File: config.mk
export PLATFORM = sky130hd
export DESIGN_NAME = keyword_lexer_token_coder_unit
export DESIGN_NICKNAME = d
export VERILOG_FILES = /design/src/rtl/kwl_pkg.sv /design/src/rtl/kwl_front.sv /design/src/rtl/kwl_queue.sv /design/src/rtl/kwl_back.sv /design/src/rtl/keyword_lexer_token_coder_unit.sv
export SDC_FILE = /design/constraint.sdc
export NUM_CORES = 1
export LEC_CHECK = 0
export BUFFER_PORTS_ARGS = -buffer_cell sky130_fd_sc_hd__buf_2
export CORE_UTILIZATION = 35
export DETAILED_ROUTE_END_ITERATION = 6
export SYNTH_ARGS = -nofsm -noshare
export SYNTH_HDL_FRONTEND = slang
export SYNTH_SLANG_ARGS = --single-unit
export TNS_END_PERCENT = 30
File: constraint.sdc
create_clock -name aclk -period 8.7 [get_ports aclk]
set_clock_uncertainty 0.1 [all_clocks]
set_input_delay 0.87 -clock aclk [delete_from_list [all_inputs] [get_ports aclk]]
set_output_delay 0.87 -clock aclk [all_outputs]
set_load 0.05 [all_outputs]
File: src/rtl/kwl_pkg.sv
package kwl_pkg;

    localparam int KW_COUNT   = 12;
    localparam int KW_MAX_LEN = 10;
    localparam int Q_DEPTH    = 4;

    localparam logic [7:0] TOK_NONE  = 8'h00;
    localparam logic [7:0] TOK_IDENT = "g";
    localparam logic [7:0] TOK_NUM   = "d";
    localparam logic [7:0] TOK_END   = "#";
    localparam logic [7:0] CH_SPACE  = 8'h20;
    localparam logic [7:0] CH_LF     = 8'h0a;
    localparam logic [7:0] CH_DOT    = ".";

    // keyword text, left-justified, first character in the top byte
    localparam logic [KW_MAX_LEN*8-1:0] KW_TEXT [KW_COUNT] = '{
        {"include", 24'h0},
        {"string", 32'h0},
        "iostream.h",
        {"if", 64'h0},
        {"while", 40'h0},
        {"void", 48'h0},
        {"int", 56'h0},
        {"main", 48'h0},
        {"cout", 48'h0},
        {"cin", 56'h0},
        {"for", 56'h0},
        {"else", 48'h0}
    };

    localparam logic [3:0] KW_LEN [KW_COUNT] = '{
        4'd7, 4'd6, 4'd10, 4'd2, 4'd5, 4'd4, 4'd3, 4'd4, 4'd4, 4'd3, 4'd3, 4'd4
    };

    localparam logic [7:0] KW_CODE [KW_COUNT] = '{
        TOK_NONE, TOK_NONE, TOK_NONE, "i", "w", "v", "t", "m",
        TOK_NONE, TOK_NONE, TOK_NONE, "e"
    };

    // one or two tokens caused by one input item
    typedef struct packed {
        logic       two;
        logic [7:0] tok0;
        logic [7:0] tok1;
    } kwl_entry_t;

endpackage

File: src/rtl/kwl_front.sv
module kwl_front #(
    parameter int WORD_CHARS = 10
) (
    input  logic                aclk,
    input  logic                aresetn,
    input  logic                s_valid,
    output logic                s_ready,
    input  logic [7:0]          s_char_in,
    input  logic                s_end_of_source,
    input  logic                q_full,
    output logic                q_push,
    output kwl_pkg::kwl_entry_t q_data
);
    import kwl_pkg::*;

    localparam int LEN_W = $clog2(WORD_CHARS + 1);
    localparam int IDX_W = $clog2(WORD_CHARS);

    typedef enum logic [1:0] {
        MODE_IDLE,
        MODE_WORD,
        MODE_NUMBER
    } scan_mode_t;

    scan_mode_t       mode_reg, mode_next;
    logic [LEN_W-1:0] len_reg, len_next;
    logic [7:0]       store_reg [WORD_CHARS];

    logic                fire;
    logic                is_letter, is_digit, is_dot, is_space;
    logic                wr_en;
    logic [IDX_W-1:0]    wr_idx;
    logic [KW_MAX_LEN*8-1:0] word_vec;
    logic                kw_hit;
    logic [7:0]          kw_code;
    logic                f_valid, c_valid;
    logic [7:0]          f_code, c_code;

    assign s_ready = !q_full;
    assign fire    = s_valid && s_ready;

    assign is_letter = (s_char_in >= "a" && s_char_in <= "z") ||
                       (s_char_in >= "A" && s_char_in <= "Z");
    assign is_digit  = (s_char_in >= "0" && s_char_in <= "9");
    assign is_dot    = (s_char_in == CH_DOT);
    assign is_space  = (s_char_in == CH_SPACE) || (s_char_in == CH_LF);

    always_comb begin
        for (int j = 0; j < KW_MAX_LEN; j++) begin
            word_vec[(KW_MAX_LEN-1-j)*8 +: 8] = store_reg[j];
        end
    end

    // parallel keyword compare over the kept characters
    always_comb begin
        logic [KW_MAX_LEN*8-1:0] mask;
        kw_hit  = 1'b0;
        kw_code = TOK_NONE;
        mask    = '0;
        for (int k = 0; k < KW_COUNT; k++) begin
            for (int j = 0; j < KW_MAX_LEN; j++) begin
                mask[(KW_MAX_LEN-1-j)*8 +: 8] = (j < int'(KW_LEN[k])) ? 8'hff : 8'h00;
            end
            if ((len_reg == LEN_W'(KW_LEN[k])) &&
                (((word_vec ^ KW_TEXT[k]) & mask) == '0)) begin
                kw_hit  = 1'b1;
                kw_code = KW_CODE[k];
            end
        end
    end

    always_comb begin
        mode_next = mode_reg;
        len_next  = len_reg;
        wr_en     = 1'b0;
        wr_idx    = '0;
        f_valid   = 1'b0;
        f_code    = TOK_IDENT;
        c_valid   = 1'b0;
        c_code    = s_char_in;
        if (s_end_of_source ||
            !((mode_reg == MODE_WORD && (is_letter || is_digit || is_dot)) ||
              (mode_reg == MODE_NUMBER && (is_digit || is_dot)))) begin
            // pending token ends here
            unique case (mode_reg)
                MODE_WORD: begin
                    f_valid = !kw_hit || (kw_code != TOK_NONE);
                    f_code  = kw_hit ? kw_code : TOK_IDENT;
                end
                MODE_NUMBER: begin
                    f_valid = 1'b1;
                    f_code  = TOK_NUM;
                end
                default: ;
            endcase
            mode_next = MODE_IDLE;
            len_next  = '0;
            if (s_end_of_source) begin
                c_valid = 1'b1;
                c_code  = TOK_END;
            end else if (is_space) begin
                c_valid = 1'b0;
            end else if (is_letter) begin
                mode_next = MODE_WORD;
                len_next  = LEN_W'(1);
                wr_en     = 1'b1;
            end else if (is_digit) begin
                mode_next = MODE_NUMBER;
            end else begin
                c_valid = 1'b1;
            end
        end else if (mode_reg == MODE_WORD && len_reg < LEN_W'(WORD_CHARS)) begin
            wr_en    = 1'b1;
            wr_idx   = len_reg[IDX_W-1:0];
            len_next = len_reg + LEN_W'(1);
        end
    end

    assign q_push      = fire && (f_valid || c_valid);
    assign q_data.two  = f_valid && c_valid;
    assign q_data.tok0 = f_valid ? f_code : c_code;
    assign q_data.tok1 = c_code;

    always_ff @(posedge aclk) begin
        if (!aresetn) begin
            mode_reg <= MODE_IDLE;
            len_reg  <= '0;
        end else if (fire) begin
            mode_reg <= mode_next;
            len_reg  <= len_next;
            if (wr_en) begin
                store_reg[wr_idx] <= s_char_in;
            end
        end
    end

`ifndef SYNTHESIS
    a_len_bound: assert property (@(posedge aclk) disable iff (!aresetn)
        len_reg <= LEN_W'(WORD_CHARS))
        else $error("word length past limit");

    a_word_len: assert property (@(posedge aclk) disable iff (!aresetn)
        (mode_reg == MODE_WORD) |-> (len_reg != '0))
        else $error("word mode with empty word");

    a_end_idle: assert property (@(posedge aclk) disable iff (!aresetn)
        (fire && s_end_of_source) |=> (mode_reg == MODE_IDLE && len_reg == '0))
        else $error("not idle after end of source");
`endif

endmodule

File: src/rtl/kwl_queue.sv
module kwl_queue (
    input  logic                aclk,
    input  logic                aresetn,
    input  logic                push,
    input  kwl_pkg::kwl_entry_t push_data,
    output logic                full,
    input  logic                pop,
    output logic                rd_valid,
    output kwl_pkg::kwl_entry_t rd_data
);
    import kwl_pkg::*;

    localparam int PTR_W = $clog2(Q_DEPTH);
    localparam int CNT_W = $clog2(Q_DEPTH + 1);

    kwl_entry_t       mem_reg [Q_DEPTH];
    logic [PTR_W-1:0] wr_ptr_reg, rd_ptr_reg;
    logic [CNT_W-1:0] count_reg;

    assign full     = (count_reg == CNT_W'(Q_DEPTH));
    assign rd_valid = (count_reg != '0);
    assign rd_data  = mem_reg[rd_ptr_reg];

    always_ff @(posedge aclk) begin
        if (!aresetn) begin
            wr_ptr_reg <= '0;
            rd_ptr_reg <= '0;
            count_reg  <= '0;
        end else begin
            if (push) begin
                mem_reg[wr_ptr_reg] <= push_data;
                wr_ptr_reg          <= wr_ptr_reg + PTR_W'(1);
            end
            if (pop) begin
                rd_ptr_reg <= rd_ptr_reg + PTR_W'(1);
            end
            if (push && !pop) begin
                count_reg <= count_reg + CNT_W'(1);
            end else if (pop && !push) begin
                count_reg <= count_reg - CNT_W'(1);
            end
        end
    end

`ifndef SYNTHESIS
    a_no_overflow: assert property (@(posedge aclk) disable iff (!aresetn)
        full |-> !push)
        else $error("push into full queue");
`endif

endmodule

File: src/rtl/kwl_back.sv
module kwl_back (
    input  logic                aclk,
    input  logic                aresetn,
    input  logic                q_valid,
    input  kwl_pkg::kwl_entry_t q_data,
    output logic                q_pop,
    output logic                m_valid,
    input  logic                m_ready,
    output logic [7:0]          m_token_code,
    output logic                m_last_of_run
);
    import kwl_pkg::*;

    logic       out_valid_reg, out_last_reg, pend_valid_reg;
    logic [7:0] out_code_reg, pend_code_reg;
    logic       load;

    assign load  = !out_valid_reg || m_ready;
    assign q_pop = load && !pend_valid_reg && q_valid;

    assign m_valid       = out_valid_reg;
    assign m_token_code  = out_code_reg;
    assign m_last_of_run = out_last_reg;

    always_ff @(posedge aclk) begin
        if (!aresetn) begin
            out_valid_reg  <= 1'b0;
            pend_valid_reg <= 1'b0;
        end else if (load) begin
            if (pend_valid_reg) begin
                out_valid_reg  <= 1'b1;
                out_code_reg   <= pend_code_reg;
                out_last_reg   <= 1'b1;
                pend_valid_reg <= 1'b0;
            end else if (q_valid) begin
                out_valid_reg  <= 1'b1;
                out_code_reg   <= q_data.tok0;
                out_last_reg   <= !q_data.two;
                pend_valid_reg <= q_data.two;
                pend_code_reg  <= q_data.tok1;
            end else begin
                out_valid_reg <= 1'b0;
            end
        end
    end

`ifndef SYNTHESIS
    a_pend_behind_out: assert property (@(posedge aclk) disable iff (!aresetn)
        pend_valid_reg |-> (out_valid_reg && !out_last_reg))
        else $error("second token without first on output");
`endif

endmodule

File: src/rtl/keyword_lexer_token_coder_unit.sv
// Streaming lexer: source bytes in, one-byte token codes out.
// Input channel s_*: one character per item in s_char_in; s_end_of_source
// high ends the text (s_char_in ignored), flushing the pending token and
// giving '#'. Output channel m_*: one token code per item, m_last_of_run
// high on the final token caused by an input item. Characters that only
// extend a word or number, and blanks, cause no output item.
// Throughput: one input item per cycle. An item that causes two tokens
// occupies the output register for both tokens in turn; a four-entry queue
// between the classifier and the output stage absorbs these, so s_ready
// drops only when the queue is full.
// The first token of an input item passes through the queue and then the
// output register before it appears on m_valid.
// Reset (aresetn low, synchronous): scanner idle, queue empty, m_valid low.
// When m_ready is low the output item holds; the queue fills and then
// s_ready falls until the receiver takes items again.
module keyword_lexer_token_coder_unit #(
    parameter int WORD_CHARS = 10
) (
    input  logic       aclk,
    input  logic       aresetn,
    input  logic       s_valid,
    output logic       s_ready,
    input  logic [7:0] s_char_in,
    input  logic       s_end_of_source,
    output logic       m_valid,
    input  logic       m_ready,
    output logic [7:0] m_token_code,
    output logic       m_last_of_run
);
    import kwl_pkg::*;

    logic       q_full, q_push, q_pop, q_valid;
    kwl_entry_t q_wdata, q_rdata;

    kwl_front #(
        .WORD_CHARS(WORD_CHARS)
    ) u_front (
        .aclk           (aclk),
        .aresetn        (aresetn),
        .s_valid        (s_valid),
        .s_ready        (s_ready),
        .s_char_in      (s_char_in),
        .s_end_of_source(s_end_of_source),
        .q_full         (q_full),
        .q_push         (q_push),
        .q_data         (q_wdata)
    );

    kwl_queue u_queue (
        .aclk     (aclk),
        .aresetn  (aresetn),
        .push     (q_push),
        .push_data(q_wdata),
        .full     (q_full),
        .pop      (q_pop),
        .rd_valid (q_valid),
        .rd_data  (q_rdata)
    );

    kwl_back u_back (
        .aclk         (aclk),
        .aresetn      (aresetn),
        .q_valid      (q_valid),
        .q_data       (q_rdata),
        .q_pop        (q_pop),
        .m_valid      (m_valid),
        .m_ready      (m_ready),
        .m_token_code (m_token_code),
        .m_last_of_run(m_last_of_run)
    );

endmodule
## Yosys cells after proc, flatten, opt, wreduce, memory -nomap -nowiden

Memory sizes are Yosys's and may differ from the RTL's. A register that Yosys moved wholly into a read port is not among the register bits.
Cells that the tools add are included.

| storage, ports and cells | value |
|---|---|
| bits in registers | 32 |
| latch bits | 0 |
| memory bits (writable) | 148 |
| bits in read-only memories | 0 |
| logic and storage cells | 182 |
| memories | 2 |

Memories:

| name | words | width | rd ports | clocked after Yosys merged registers in | write ports | RTL line | RTL |
|---|---|---|---|---|---|---|---|
| u_front.store_reg | 10 | 8 | 10 | 0 | 1 | kwl_front.sv:27 | `logic [7:0] store_reg [WORD_CHARS];` |
| u_queue.mem_reg | 4 | 17 | 1 | 1 | 1 | kwl_queue.sv:16 | `kwl_entry_t mem_reg [Q_DEPTH];` |

| operators by class | value |
|---|---|
| add/subtract/negate cells | 5 |
| $mul | 0 |
| divide/modulo/power cells | 0 |
| $lt $le $gt $ge | 7 |
| equal/unequal tests | 13 |
| shift-type cells | 0 |
| multiplexer cells | 68 |
| bitwise logic cells | 13 |
| reduce and logical (&&, ||, !) cells | 64 |

Operator list:

| operator | count |
|---|---|
| 80-bit logical NOT | 12 |
| 7-bit 2-to-1 mux | 10 |
| 8-bit 2-to-1 mux | 6 |
| 42-bit NOT | 1 |
| 1-bit 2-to-1 mux | 36 |
| 17-bit NOT | 2 |
| 29-bit NOT | 1 |
| 27-bit NOT | 1 |
| 13-bit NOT | 2 |
| 1-bit logical AND | 25 |
| 4-bit 2-to-1 mux | 6 |
| 21-bit NOT | 1 |
| 19-bit NOT | 1 |
| 18-bit NOT | 1 |
| 4-bit by 3-bit == test with 1-bit output, second input constant | 4 |
| 8-bit by 6-bit == test with 1-bit output, second input constant | 2 |
| 8-bit by 7-bit greater-or-equal comparator with 1-bit output, second input constant | 2 |
| 8-bit by 7-bit less-or-equal comparator with 1-bit output, second input constant | 2 |
| 8-bit one-hot mux with 2 select lines | 1 |
| 14-bit NOT | 1 |
| 2-bit 2-to-1 mux | 6 |
| 1-bit logical OR | 10 |
| 4-bit by 2-bit == test with 1-bit output, second input constant | 2 |
| 8-bit by 4-bit == test with 1-bit output, second input constant | 1 |
| 22 further kinds | 34 |

## Logic depth before layout (Yosys ltp)

An unclocked memory read counts as a cell.

| depth | value |
|---|---|
| depth after elaboration | 26 |
| depth in mapped cells | 14 |
| depth with buffers taken out | 14 |

## Modules after synthesis

A second synthesis with hierarchy kept.

| unflattened totals | value |
|---|---|
| cell total of the unflattened synthesis | 489 |
| area total of the unflattened synthesis | 7,791.2 um2 |

Modules (own cells, without submodules):

| module | times used | cells an instance | area an instance (um2) | seq. area each (um2) |
|---|---|---|---|---|
| kwl_front | 1 | 317 | 4,082.7 | 2,522.4 |
| kwl_queue | 1 | 133 | 2,942.8 | 2,222.1 |
| kwl_back | 1 | 39 | 765.7 | 550.5 |

## Least setup slack after synthesis

Ideal clock, no wire load.

| path | value |
|---|---|
| path kind | input to register |
| start point | input s_char_in[4] |
| end point | register u_queue.count_reg[2] |
| library setup time | 0.076 ns |
| arrival | 3.499 ns |
| slack | 5.026 ns |
| cell stages on the path | 12 |
| buffers on the path | 0 |
| cell sequence | or3_4 > o221ai_4 > o21ai_2 > a2111oi_4 > o21ai_0 > a31oi_4 > ha_1 > inv_1 > fa_1 > xor2_1 > or3_1 > a21boi_0 |

| on the way | value |
|---|---|
| longest elaborated chain between the ends | 15 |
| elaborated cells on any way between the ends | 35 |
| those cells by class | 6 x order compare; 3 x eq/ne; 7 x mux; 19 x reduce/logical |

Ends and longest elaborated chain:

| what | RTL line | RTL |
|---|---|---|
| from (decl) | keyword_lexer_token_coder_unit.sv:23 | `input logic [7:0] s_char_in,` |
| 8-bit by 7-bit greater-or-equal comparator with 1-bit output, or another cell as far along | kwl_front.sv:42 | `assign is_letter = (s_char_in >= "a" && s_char_in <= "z") \|\|` |
| 1-bit logical AND, on equally long branches | kwl_front.sv:42, kwl_front.sv:43 |  |
| 1-bit logical OR | kwl_front.sv:42 |  |
| 1-bit logical OR (2 in a row) | kwl_front.sv:82 | `!((mode_reg == MODE_WORD && (is_letter \|\| is_digit \|\| is_dot)) \|\|` |
| 1-bit logical AND | kwl_front.sv:82 |  |
| 1-bit logical OR | kwl_front.sv:82 |  |
| 1-bit logical NOT | kwl_front.sv:82 |  |
| 1-bit logical OR | kwl_front.sv:81 | `if (s_end_of_source \|\|` |
| 1-bit 2-to-1 mux | kwl_front.sv:81 |  |
| 1-bit logical OR (*) | kwl_front.sv:119 | `assign q_push = fire && (f_valid \|\| c_valid);` |
| 1-bit logical AND (*) | kwl_front.sv:119 |  |
| via q_push | keyword_lexer_token_coder_unit.sv:32 | `logic q_full, q_push, q_pop, q_valid;` |
| 1-bit logical NOT | kwl_queue.sv:39 | `end else if (pop && !push) begin` |
| 1-bit logical AND | kwl_queue.sv:39 |  |
| 2-bit nonzero test (no line) | - |  |
| to (signal assigned) | kwl_queue.sv:38 | `count_reg <= count_reg + CNT_W'(1);` |
| to (signal assigned) | kwl_queue.sv:40 | `count_reg <= count_reg - CNT_W'(1);` |
| to (decl) | kwl_queue.sv:18 | `logic [CNT_W-1:0] count_reg;` |

The timed path passes the listed nets; every way through them passes the cells marked *.
A chain may end at the register's enable or synchronous reset.

==> reports/metrics.yaml <==
timing:
  fin_ws_ns: 4.88
  tightest_slew_ns: 1.04
  maxSlewViolCount: 0
  max_clock_freq_ghz: 0.262
  setup_viol: 0
  period_minus_slack_ns: 3.82
  period_share: 0.439
  finalSetupTns_ns: 0
  rsz0062_at_grt: "false"
  hold_viol: 0
  slew_headroom: 0.298
worst_hold_path:
  min-delay-start: "u_queue.count_reg[2]"
  hold_path_end: "u_queue.count_reg[2]"
  hold_class: "flip-flop to flip-flop"
  whs_path_depth: 2
global_route:
  grt_pass1_wl_um: 24900
  globalRouteOverflowTotal: 0
  grt_pass1_vias: 4510
  use_met1: 0.186
  grtUsageTotal: 0.149
  grt_max_degree: 22
  grt_util_met3: 0.0348
  grtUsageMet2: 0.253
  antenna_found_initial: 0
  top_usage_layer: "met2"
synth:
  syn_avg_cell_area_um2: 15.8
  yosysWarnings: 0
  syn_inst: 490
  ys.flop_type: "edfxtp_1"
  netlist_area_um2: 7730
  synthTopCellsByArea: "edfxtp_1 (64%), mux4_2 (5.0%), dfxtp_1 (4.4%)"
  synth.largest_area_cell: "edfxtp_1"
  yosysTopAreaCellShare: 0.641
  synthTopCellsByCount: "edfxtp_1 (165), nand2_1 (27), nor2_1 (27), dfxtp_1 (17), mux4_2 (17)"
  synth_seq_cells: 182
  ys_seq_area_frac: 0.685
  synth-async-reset-ratio: 0
  yosysMostFrequentCell: "edfxtp_1"
  ys_types: 68
  synth_edf_count: 165
  syn-num-nets: 515
power_and_ir_drop:
  ir_worst_vdd_mv: 0.174
  power.density_nw_per_um2: 242
  power_leakage_uw: 0.00278
placement:
  gp_congestion: 0.872
  io_buffers: 23
  post-dp-hpwl_um: 10800
  pre_cts_slack_ns: 4.59
drt:
  drc_errors: 0
  drtPass1Iterations: 4
  post_drt_wl_per_cell_um: 19.1
  initialDrtViolationCount: 375
  drt-total-wl_um: 15500
  vias_per_cell: 5.27
  vias: 4276
  ant_nets: 0
critical_path:
  critPathLaunchType: "flip-flop"
  r2r_slack_ns: 4.88
  cp_max_fo: 4
  crit_path_top_delay_cell: "nor4bb_1"
  cp-end-kind: "flip-flop"
  crit_arrival_ns: 4.07
  r2r-end: "u_queue.count_reg[2]"
  cpPeakStageDelay_ns: 0.67
  cp_top_family: "simple AND/OR/NAND/NOR gates"
  rr_worst_depth: 12
  cp_cell_sequence: "nor4bb_1 > nand2_1 > nor4_1 > a221o_1 > nor4_2 > a31oi_4 > ha_1 > inv_1 > fa_1 > xor2_1 > or3_1 > a21boi_0"
  critical_path_class: "flip-flop to flip-flop"
  path_buf_inv: 1
  crit_required_ns: 8.94
  regToRegStartpoint: "u_front.store_reg[4][4]"
die:
  die_area_um2: 22700
  design.core.area_um2: 21400
  num_rows: 53
  die_w_um: 151
  die_h_um: 151
  start_util: 0.362
  ios: 24
clock_tree:
  cts_made_buffers: 17
  clock_path_buffers: 2
  cts.clk_slew.worst_paths_ns: 0.06
  cts_root_buf: "clkbuf_16"
  cts-resized-gates: 0
  cts_tree: "done"
  cts_hold_buf: 0
  insertion_delay_ns: 0.42
  h-tree-depth: 4
  cts_setup_buffers: 0
  cts_sinks: 182
layout:
  nets: 549
  layout-drive-gt1-share: 0.201
  antennaDiodeCount: 0
  syn2layout_area_growth_pct: 12.7
  largest_reg_flops: 80
job:
  max_cap_viol_count: 0
run_status:
  outcome: "complete, no violations"
logic make-up after synthesis:
group                      Yosys count  share of synthesized area
and+or+nand+nor                    195                      0.161
buffers and inverters               22                     0.0123
adders and majority gates           12                     0.0204
muxes                               28                     0.0653
DFF                                182                      0.685
xor gates and xnor gates             5                    0.00567
AOI/OAI and AO/OA                   46                     0.0504
layer usage:
metal | part of all wire | vias to the layer above
met3 | 0.033 | 20
met2 | 0.50 | 78
met4 | 0.018 | 0
met5 | 0 | -
met1 | 0.45 | 2174
li1 | - | 2004
metrics by stage:
stage | cells | hold slack (ns) | cell area, um^2 | total power, uW | utilization
after global placement | 780 | 0.389 | 8160 | 1400 | 0.382
after floorplan | 490 | 0.377 | 7730 | 1330 | -
after detailed placement | 780 | 0.419 | 8160 | 1410 | 0.382
final | 812 | 0.424 | 8710 | 2110 | 0.408
after CTS | 812 | 0.427 | 8710 | 2130 | 0.408
after global routing | 812 | 0.469 | 8710 | 2200 | 0.408
layout by cell type (no fill, tap or decap), drive strengths merged, types with 8 or more instances in the layout:
cell	Yosys	final
edfxtp	165	165
nand2	28	28
nor2	27	27
buf	4	26
mux4	17	17
dfxtp	17	17
clkbuf	7	17
nor2b	15	15
inv	11	15
o21ai	14	14
nor4	14	14
nand4	12	12
ha	11	11
nand2b	10	10
and2	10	10
mux2	9	9
nor3	8	8
clkinv	0	8
report_power, final:
group / switching (uW) / internal, uW
registers: 26.5 / 1030
clock network: 329 / 395
logic: 201 / 133
total: 556 / 1560
final cells by class:
type | instances | area (um^2)
Clock inverter | 15 | 126
Tap cell | 275 | 344
Multi-Input combinational cell | 286 | 2340
Inverter | 11 | 41.3
Clock buffer | 17 | 425
Fill cell | 1927 | 12600
Timing Repair Buffer | 26 | 138
Sequential cell | 182 | 5300
worst register-to-register path, cell delays in order, from the launching register on:
cell and delay (ns):
edfxtp_1 0.40, nor4bb_1 0.67, nand2_1 0.17, nor4_1 0.51, a221o_1 0.29, nor4_2 0.09
a31oi_4 0.25, ha_1 0.21, inv_1 0.06, fa_1 0.37, xor2_1 0.17, or3_1 0.29
a21boi_0 0.16
worst max path at each step:
stage	from	end	slack (ns)	cells past startpoint
after floorplan	s_char_in[4]	u_queue.count_reg[2]	5.03	12
after global placement	s_char_in[4]	u_queue.count_reg[2]	4.64	13
final	u_front.store_reg[4][4]	u_queue.count_reg[2]	4.88	12
after global routing	u_front.store_reg[4][4]	u_queue.count_reg[2]	4.68	12
after CTS	u_front.store_reg[4][4]	u_queue.mem_reg[3][2]	4.87	8
after detailed placement	s_char_in[4]	u_queue.count_reg[2]	4.59	13
(Power assumes the default switching activity.)
